[config.mk]
export PLATFORM = sky130hd
export DESIGN_NAME = stable_sorted_priority_queue
export DESIGN_NICKNAME = d
export VERILOG_FILES = /design/src/hdl/sspq_pkg.sv /design/src/hdl/sspq_dpath.sv /design/src/hdl/sspq_ctrl.sv /design/src/hdl/stable_sorted_priority_queue.sv
export SDC_FILE = /design/constraint.sdc
export NUM_CORES = 2
export LEC_CHECK = 0
export CAP_MARGIN = 20
export CORE_MARGIN = 2
export CORE_UTILIZATION = 50
export CTS_BUF_LIST = sky130_fd_sc_hd__clkbuf_2 sky130_fd_sc_hd__clkbuf_4 sky130_fd_sc_hd__clkbuf_8
export CTS_CLUSTER_DIAMETER = 80
export DETAILED_ROUTE_END_ITERATION = 10
export DONT_BUFFER_PORTS = 1
export GPL_TIMING_DRIVEN = 0
export PLACE_DENSITY = 0.66
export SYNTH_ARGS = -nofsm -noshare
export SYNTH_HDL_FRONTEND = slang
export SYNTH_SLANG_ARGS = --single-unit
[constraint.sdc]
create_clock -name clk -period 9.6 [get_ports clk]
set_input_delay 1.92 -clock clk [delete_from_list [all_inputs] [get_ports clk]]
set_output_delay 1.92 -clock clk [all_outputs]
set_load 0.01 [all_outputs]
[src/hdl/sspq_pkg.sv]
// Shared types and constants of the stable sorted priority queue.
// Used by sspq_ctrl, sspq_dpath and the top level; depends on nothing.
package sspq_pkg;

	localparam int DEPTH = 16;
	localparam int IDX_W = $clog2(DEPTH);
	localparam int CNT_W = $clog2(DEPTH + 1);

	typedef enum logic [1:0] {
		CMD_PUSH  = 2'd0,
		CMD_POP   = 2'd1,
		CMD_TOP   = 2'd2,
		CMD_PRINT = 2'd3
	} cmd_e_t;

	typedef enum logic [1:0] {
		ST_OK    = 2'd0,
		ST_EMPTY = 2'd1,
		ST_FULL  = 2'd2
	} status_e_t;

	typedef enum logic [1:0] {
		RES_ENTRY,
		RES_EMPTY,
		RES_FULL
	} res_sel_t;

	typedef struct packed {
		cmd_e_t             cmd;
		logic [15:0]        tag_in;
		logic signed [15:0] prio_in;
	} item_t;

	typedef struct packed {
		status_e_t          status;
		logic [15:0]        tag_out;
		logic signed [15:0] prio_out;
		logic               last;
	} result_t;

	// Controller to datapath
	typedef struct packed {
		logic             capture;
		logic             do_push;
		logic             do_pop;
		logic             load_out;
		res_sel_t         sel;
		logic [IDX_W-1:0] rd_idx;
		logic             last;
	} ctrl_cmd_t;

	// Datapath to controller
	typedef struct packed {
		cmd_e_t           op;
		logic             empty;
		logic             full;
		logic [CNT_W-1:0] count;
	} dp_status_t;

endpackage

[src/hdl/sspq_dpath.sv]
// Datapath of the stable sorted priority queue: sorted entry registers,
// fill count, captured operation and result register. Depends on sspq_pkg.
module sspq_dpath
	import sspq_pkg::*;
(
	input  logic       clk,
	input  logic       arst_n,
	input  item_t      item,
	input  ctrl_cmd_t  cmd,
	output dp_status_t status,
	output result_t    result
);

	cmd_e_t             op_cmd_q;
	logic [15:0]        op_tag_q;
	logic signed [15:0] op_prio_q;

	logic [15:0]        ent_tag_q  [DEPTH];
	logic signed [15:0] ent_prio_q [DEPTH];
	logic [CNT_W-1:0]   fill_q;

	logic [15:0]        nxt_tag    [DEPTH];
	logic signed [15:0] nxt_prio   [DEPTH];
	logic [DEPTH-1:0]   keep;

	result_t            res_q;

	// Capture the accepted item
	always_ff @(posedge clk) begin
		if (cmd.capture) begin
			op_cmd_q  <= item.cmd;
			op_tag_q  <= item.tag_in;
			op_prio_q <= item.prio_in;
		end
	end

	// Each cell decides locally: hold, take the new entry, or shift
	genvar g;
	for (g = 0; g < DEPTH; g++) begin : g_cell
		logic [15:0]        dn_tag;
		logic signed [15:0] dn_prio;
		logic [15:0]        up_tag;
		logic signed [15:0] up_prio;

		// An occupied entry of equal or higher priority stays ahead of the newcomer
		assign keep[g] = (CNT_W'(g) < fill_q) && (ent_prio_q[g] >= op_prio_q);

		if (g == 0) begin : g_head
			assign dn_tag  = op_tag_q;
			assign dn_prio = op_prio_q;
		end else begin : g_body
			assign dn_tag  = keep[g-1] ? op_tag_q  : ent_tag_q[g-1];
			assign dn_prio = keep[g-1] ? op_prio_q : ent_prio_q[g-1];
		end

		if (g == DEPTH - 1) begin : g_tail
			assign up_tag  = ent_tag_q[g];
			assign up_prio = ent_prio_q[g];
		end else begin : g_inner
			assign up_tag  = ent_tag_q[g+1];
			assign up_prio = ent_prio_q[g+1];
		end

		assign nxt_tag[g]  = cmd.do_push ? (keep[g] ? ent_tag_q[g]  : dn_tag)  : up_tag;
		assign nxt_prio[g] = cmd.do_push ? (keep[g] ? ent_prio_q[g] : dn_prio) : up_prio;
	end

	always_ff @(posedge clk) begin
		if (cmd.do_push || cmd.do_pop) begin
			for (int i = 0; i < DEPTH; i++) begin
				ent_tag_q[i]  <= nxt_tag[i];
				ent_prio_q[i] <= nxt_prio[i];
			end
		end
	end

	always_ff @(posedge clk or negedge arst_n) begin
		if (!arst_n) begin
			fill_q <= '0;
		end else if (cmd.do_push) begin
			fill_q <= fill_q + CNT_W'(1);
		end else if (cmd.do_pop) begin
			fill_q <= fill_q - CNT_W'(1);
		end
	end

	// Result register
	always_ff @(posedge clk) begin
		if (cmd.load_out) begin
			res_q.last <= cmd.last;
			case (cmd.sel)
				RES_ENTRY: begin
					res_q.status   <= ST_OK;
					res_q.tag_out  <= ent_tag_q[cmd.rd_idx];
					res_q.prio_out <= ent_prio_q[cmd.rd_idx];
				end
				RES_EMPTY: begin
					res_q.status   <= ST_EMPTY;
					res_q.tag_out  <= '0;
					res_q.prio_out <= '0;
				end
				RES_FULL: begin
					res_q.status   <= ST_FULL;
					res_q.tag_out  <= '0;
					res_q.prio_out <= '0;
				end
				default: begin
					res_q.status   <= ST_EMPTY;
					res_q.tag_out  <= '0;
					res_q.prio_out <= '0;
				end
			endcase
		end
	end

	assign status.op    = op_cmd_q;
	assign status.count = fill_q;
	assign status.empty = (fill_q == '0);
	assign status.full  = (fill_q == CNT_W'(DEPTH));
	assign result       = res_q;

endmodule

[src/hdl/sspq_ctrl.sv]
// Controller of the stable sorted priority queue: sequences each command,
// walks the entries on print and owns the result valid. Depends on sspq_pkg.
module sspq_ctrl
	import sspq_pkg::*;
(
	input  logic       clk,
	input  logic       arst_n,
	input  logic       item_valid,
	output logic       item_stall,
	output logic       result_valid,
	input  logic       result_stall,
	input  dp_status_t status,
	output ctrl_cmd_t  cmd
);

	typedef enum logic [1:0] {
		S_IDLE,
		S_EXEC,
		S_PRINT
	} state_t;

	state_t           state_q, state_d;
	logic [IDX_W-1:0] idx_q, idx_d;
	logic             res_valid_q;
	logic             out_free;

	assign out_free   = !res_valid_q || !result_stall;
	assign item_stall = (state_q != S_IDLE);

	always_comb begin
		cmd         = '0;
		cmd.sel     = RES_ENTRY;
		cmd.rd_idx  = idx_q;
		cmd.capture = item_valid && (state_q == S_IDLE);
		state_d     = state_q;
		idx_d       = idx_q;
		case (state_q)
			S_IDLE: begin
				if (item_valid) begin
					state_d = S_EXEC;
				end
			end
			S_EXEC: begin
				if (status.op == CMD_PUSH) begin
					if (!status.full) begin
						cmd.do_push = 1'b1;
						state_d     = S_IDLE;
					end else if (out_free) begin
						cmd.load_out = 1'b1;
						cmd.sel      = RES_FULL;
						cmd.last     = 1'b1;
						state_d      = S_IDLE;
					end
				end else if (status.empty) begin
					if (out_free) begin
						cmd.load_out = 1'b1;
						cmd.sel      = RES_EMPTY;
						cmd.last     = 1'b1;
						state_d      = S_IDLE;
					end
				end else if (status.op == CMD_POP) begin
					cmd.do_pop = 1'b1;
					state_d    = S_IDLE;
				end else if (out_free) begin
					// Top and the first entry of a print
					cmd.load_out = 1'b1;
					cmd.rd_idx   = '0;
					cmd.last     = (status.op == CMD_TOP) || (status.count == CNT_W'(1));
					if (cmd.last) begin
						state_d = S_IDLE;
					end else begin
						state_d = S_PRINT;
						idx_d   = IDX_W'(1);
					end
				end
			end
			S_PRINT: begin
				if (out_free) begin
					cmd.load_out = 1'b1;
					cmd.last     = (CNT_W'(idx_q) + CNT_W'(1)) == status.count;
					if (cmd.last) begin
						state_d = S_IDLE;
					end else begin
						idx_d = idx_q + IDX_W'(1);
					end
				end
			end
			default: begin
				state_d = S_IDLE;
			end
		endcase
	end

	always_ff @(posedge clk or negedge arst_n) begin
		if (!arst_n) begin
			state_q     <= S_IDLE;
			idx_q       <= '0;
			res_valid_q <= 1'b0;
		end else begin
			state_q <= state_d;
			idx_q   <= idx_d;
			if (cmd.load_out) begin
				res_valid_q <= 1'b1;
			end else if (!result_stall) begin
				res_valid_q <= 1'b0;
			end
		end
	end

	assign result_valid = res_valid_q;

`ifndef SYNTHESIS
	a_count_range: assert property (@(posedge clk) disable iff (!arst_n)
		status.count <= CNT_W'(DEPTH))
		else $error("fill count beyond depth");

	a_push_room: assert property (@(posedge clk) disable iff (!arst_n)
		cmd.do_push |-> !status.full)
		else $error("push into a full store");

	a_pop_data: assert property (@(posedge clk) disable iff (!arst_n)
		cmd.do_pop |=> (status.count == $past(status.count) - CNT_W'(1)))
		else $error("pop did not shrink the store by one");

	a_print_idx: assert property (@(posedge clk) disable iff (!arst_n)
		(state_q == S_PRINT) |-> (CNT_W'(idx_q) < status.count))
		else $error("print index past the last entry");

	a_no_overwrite: assert property (@(posedge clk) disable iff (!arst_n)
		(res_valid_q && result_stall) |-> !cmd.load_out)
		else $error("result register overwritten while stalled");
`endif

endmodule

[src/hdl/stable_sorted_priority_queue.sv]
// Top level of the stable sorted priority queue.
// Joins sspq_ctrl and sspq_dpath; depends on sspq_pkg.
//
// Holds up to DEPTH (16) entries of a 16-bit tag and a signed 16-bit
// priority, sorted highest first; equal priorities leave in arrival order.
// Each transaction on the item channel carries push, pop, top or print.
// Push and pop give no result unless they fail: push into a full store gives
// one full result and the entry is dropped; pop, top or print on an empty
// store give one empty result. Top gives the head; print gives every entry
// from head to tail with last set on the final one. One item is worked on
// at a time: it is captured when accepted and executed in the execute state
// after it; print then sends the entries in turn, one a cycle while the
// result channel does not stall, through the single result register. Stall
// on the result channel stretches any command that has a result to deliver.
// The next item is accepted as soon as the last result sits in the result
// register, even while that result waits. Push compares the new priority
// with every entry at once and each entry cell shifts or holds by itself,
// so insertion needs no search loop. No clearing pass follows reset: the
// store is empty after reset and usable at once.
module stable_sorted_priority_queue
	import sspq_pkg::*;
(
	input  logic    clk,
	input  logic    arst_n,
	input  logic    item_valid,
	output logic    item_stall,
	input  item_t   item,
	output logic    result_valid,
	input  logic    result_stall,
	output result_t result
);

	ctrl_cmd_t  cmd;
	dp_status_t status;

	// Sequence commands and hold the result handshake
	sspq_ctrl u_ctrl (
		.clk          (clk),
		.arst_n       (arst_n),
		.item_valid   (item_valid),
		.item_stall   (item_stall),
		.result_valid (result_valid),
		.result_stall (result_stall),
		.status       (status),
		.cmd          (cmd)
	);

	// Hold the sorted entries and drive the result payload
	sspq_dpath u_dpath (
		.clk    (clk),
		.arst_n (arst_n),
		.item   (item),
		.cmd    (cmd),
		.status (status),
		.result (result)
	);

endmodule

==> impl_metrics.yaml <==
timing:
  relSlewSlack_pct: 20.7
  worst_slew_pin_slew_ps: 1180
  hold_viol: 0
  finalClockSkew_ps: 60.1
  fin_ws_ps: 4080
  finalCritPeriodShare_pct: 57.5
  rsz0062_at_grt: "no"
  fin_tns_setup_ps: 0
  slew_violations: 0
  clock.fmax_ghz: 0.181
  finalSetupViolCount: 0
  finalCriticalPeriod_ps: 5520
drt:
  first_iter_violations: 5793
  wl_per_cell_um: 31.4
  ant_nets: 0
  vias: 34400
  via_per_inst: 6.88
  route.detailed.drc: 0
  dr.pass1.iters: 10
  route.final.wire_length_um: 157000
floorplan:
  die_x_um: 283
  initial_core_util_pct: 50.5
  fp.dieH_um: 283
  io_pins: 75
  rows: 102
  die_area_um2: 80300
  core-area_um2: 77300
grt:
  top_usage_layer: "met2"
  grt_remaining_overflow: 0
  grt_use_met3_pct: 12.0
  use_met2_pct: 54.9
  grt_pass1_vias: 32700
  grt_start_max_net_pins: 33
  antenna_found_initial: 5
  track_usage_pct: 37.9
  met1_usage_pct: 51.3
  grt_first_pass_wirelength_um: 223000
yosys:
  syn_avg_cell_area_um2: 10.4
  synthSimpleGateAreaFrac_pct: 12.3
  synthAdderAreaFrac_pct: 8.46
  synth-edff-count: 581
  netlist_top_cells_count: "edfxtp_1, a21oi_1, nor2_1, nand2_1, mux2i_1"
  synthCells: 3748
  yosys_warnings: 0
  synth-xor-area-share_pct: 0.202
  synth_compound_area_share_pct: 18.4
  ys_seq_area_share_pct: 45.5
  synth.area.top_cells: "edfxtp_1, ha_1, mux2i_1, a21oi_1, nor2_1"
  synth_area_leader_cell: "edfxtp_1"
  synth_cell_types: 83
  yosys_most_used_dff: "edfxtp_1"
  synth_area_um2: 39000
  synth.area.mux_share_pct: 11.0
  synthArstFlopShare_pct: 2.02
  synth_top_family_by_area: "compound AO/OA/AOI/OAI gates"
  synth_top_area_share_pct: 44.7
  synth_nets: 4050
  ys_ff_latch: 593
  yosysMostFrequentCell: "edfxtp_1"
setup_path:
  end_kind: "flip-flop"
  critical_path_class: "reg2reg"
  critPathMostFrequentCell: "clkbuf_1"
  worstPathRequired_ps: 9990
  cp_max_fo: 32
  cp-start-kind: "flip-flop"
  slowest_delay_ps: 730
  arrival_ps: 5910
  critPathSlowestCell: "a2111oi_1"
  path_cells: "clkbuf_1 -> inv_1 -> ha_1 -> nand4_1 -> a2111oi_0 -> a2111oi_1 -> mux2i_2 -> clkbuf_1 -> nand2_1 -> nand2_2"
cells_and_area:
  final_cell_area_um2: 43000
  multi_input_area_um2: 19800
  syn_to_final_growth_pct: 10.1
  seq_area_um2: 17700
  stdcell_count: 5003
  n_fill_cell: 6897
  drive_gt1_share_pct: 11.0
  nets: 4177
clock_network:
  cts_buffer_depth: 3
  cts_setup_buffers: 0
  clkTransAtPathRegs_ps: 60
  numCtsBuffers: 104
  ctsRootBufferMaster: "clkbuf_8"
  cts_tree: "built"
  cts_htree_levels: 3
  holdBufCountCts: 0
  worstSkewPairLatency_ps: 780
  cts.sinks: 593
  cts_resized: 0
placement:
  hpwlAfterDp_um: 124000
  dpl_cell_area_um2: 40900
  portBuffers: 0
  pre_cts_ws_ps: 4290
  gp_congestion: 1.03
  dp.cells: 4807
run_status:
  outcome: "finished, final reports clean"
power:
  leakage_nw: 16.4
  p_per_area_nw_per_um2: 350
  max-vdd-ir-drop_uv: 195
job:
  maxCapViolations: 0
worst_hold_path:
  hold_path.class: "reg2reg"
==> worst max-delay path, delay by kind of cell, from the launching register on <==
family,cells,cell delay (ps)
mux,1,640
buf+inv,3,1850
simple gates,3,900
flops,1,320
fa+ha+maj,1,550
compound gates,2,820
==> logic make-up (layout without fill, tap and decap cells) <==
kind of cell / after synthesis / in the layout
AOI/OAI and AO/OA: 1059 / 1059
xor gates and xnor gates: 9 / 9
adders and majority gates: 264 / 264
buffers and inverters: 369 / 582
DFF: 593 / 593
muxes: 380 / 380
other: 0 / 2
and+or+nand+nor: 1074 / 1074
==> flip-flops by register name, summed over array words and instances, names as in the netlist <==
signal	flops
u_dpath.g_cell.dn_prio	16
u_ctrl.state_q	2
u_dpath.fill_q	5
u_dpath.g_cell.dn_tag	16
u_dpath.op_cmd_q	2
u_ctrl.idx_q	4
u_ctrl.result_valid	1
u_dpath.result	35
u_dpath.ent_prio_q	256
u_dpath.ent_tag_q	256
==> final timing paths <==
| path | startpoint | endpoint | slack (ps) | depth (start not counted) |
|---|---|---|---|---|
| setup / recovery | u_dpath.g_cell[0].dn_prio[11] | u_dpath.ent_prio_q[11][5] | 4080 | 10 |
| hold / removal | u_dpath.ent_tag_q[1][2] | u_dpath.ent_tag_q[0][2] | 570 | 2 |
| setup reg to reg | u_dpath.g_cell[0].dn_prio[11] | u_dpath.ent_prio_q[11][5] | 4080 | 10 |
| hold reg to reg | u_dpath.ent_tag_q[1][2] | u_dpath.ent_tag_q[0][2] | 570 | 2 |
| max in group asynchronous | arst_n | u_dpath.fill_q[2] | 8650 | 0 |
| min in group asynchronous | arst_n | u_ctrl.idx_q[2] | 830 | 0 |
==> area by class of cell <==
class | instances | share of cell area, %
multi-input combinational | 2786 | 46.0
sequential | 593 | 41.3
antenna | 2 | 0.0116
clock buffer | 132 | 3.86
clock inverter | 60 | 0.801
timing repair buffer | 21 | 1.13
inverter | 62 | 0.542
tap | 1040 | 3.03
buffer | 307 | 3.32
==> cell usage in the layout, fill, tap and decap left out, types with 20 or more instances in the layout <==
cell,instances
a211oi_1,100
a21o_1,43
a21oi_1,399
a221o_1,82
a221oi_1,33
a222oi_1,33
a31oi_1,28
buf_2,103
clkbuf_1,160
clkbuf_4,25
clkbuf_8,107
clkinv_1,38
edfxtp_1,581
ha_1,264
inv_1,61
mux2_2,64
mux2i_1,283
mux4_2,31
nand2_1,326
nand2b_1,40
nand3_1,133
nand4_1,70
nor2_1,376
nor2b_1,20
nor3_1,57
o211ai_1,129
o21a_1,24
o21ai_0,56
o22ai_1,34
==> metrics by stage <==
step	utilization, %	hold WS [ps]	total power, mW
3_3_place_gp	52.1	543	12.1
3_5_place_dp	52.9	558	12.3
6_report	55.6	575	15.0
4_1_cts	55.5	572	14.7
5_1_grt	55.5	609	15.5
2_1_floorplan	-	533	9.40
==> where the power goes <==
group / internal [mW] / switching (mW)
registers: 3.94 / 0.746
logic: 2.71 / 5.29
clock network: 1.19 / 1.17
==> per-layer routing <==
layer,share of wire [%],vias up
li1,-,14800
met1,38,16400
met2,42,2713
met3,15,467
met4,5.6,9
met5,0.11,-
No activity file was read; power rests on OpenSTA's default activity.
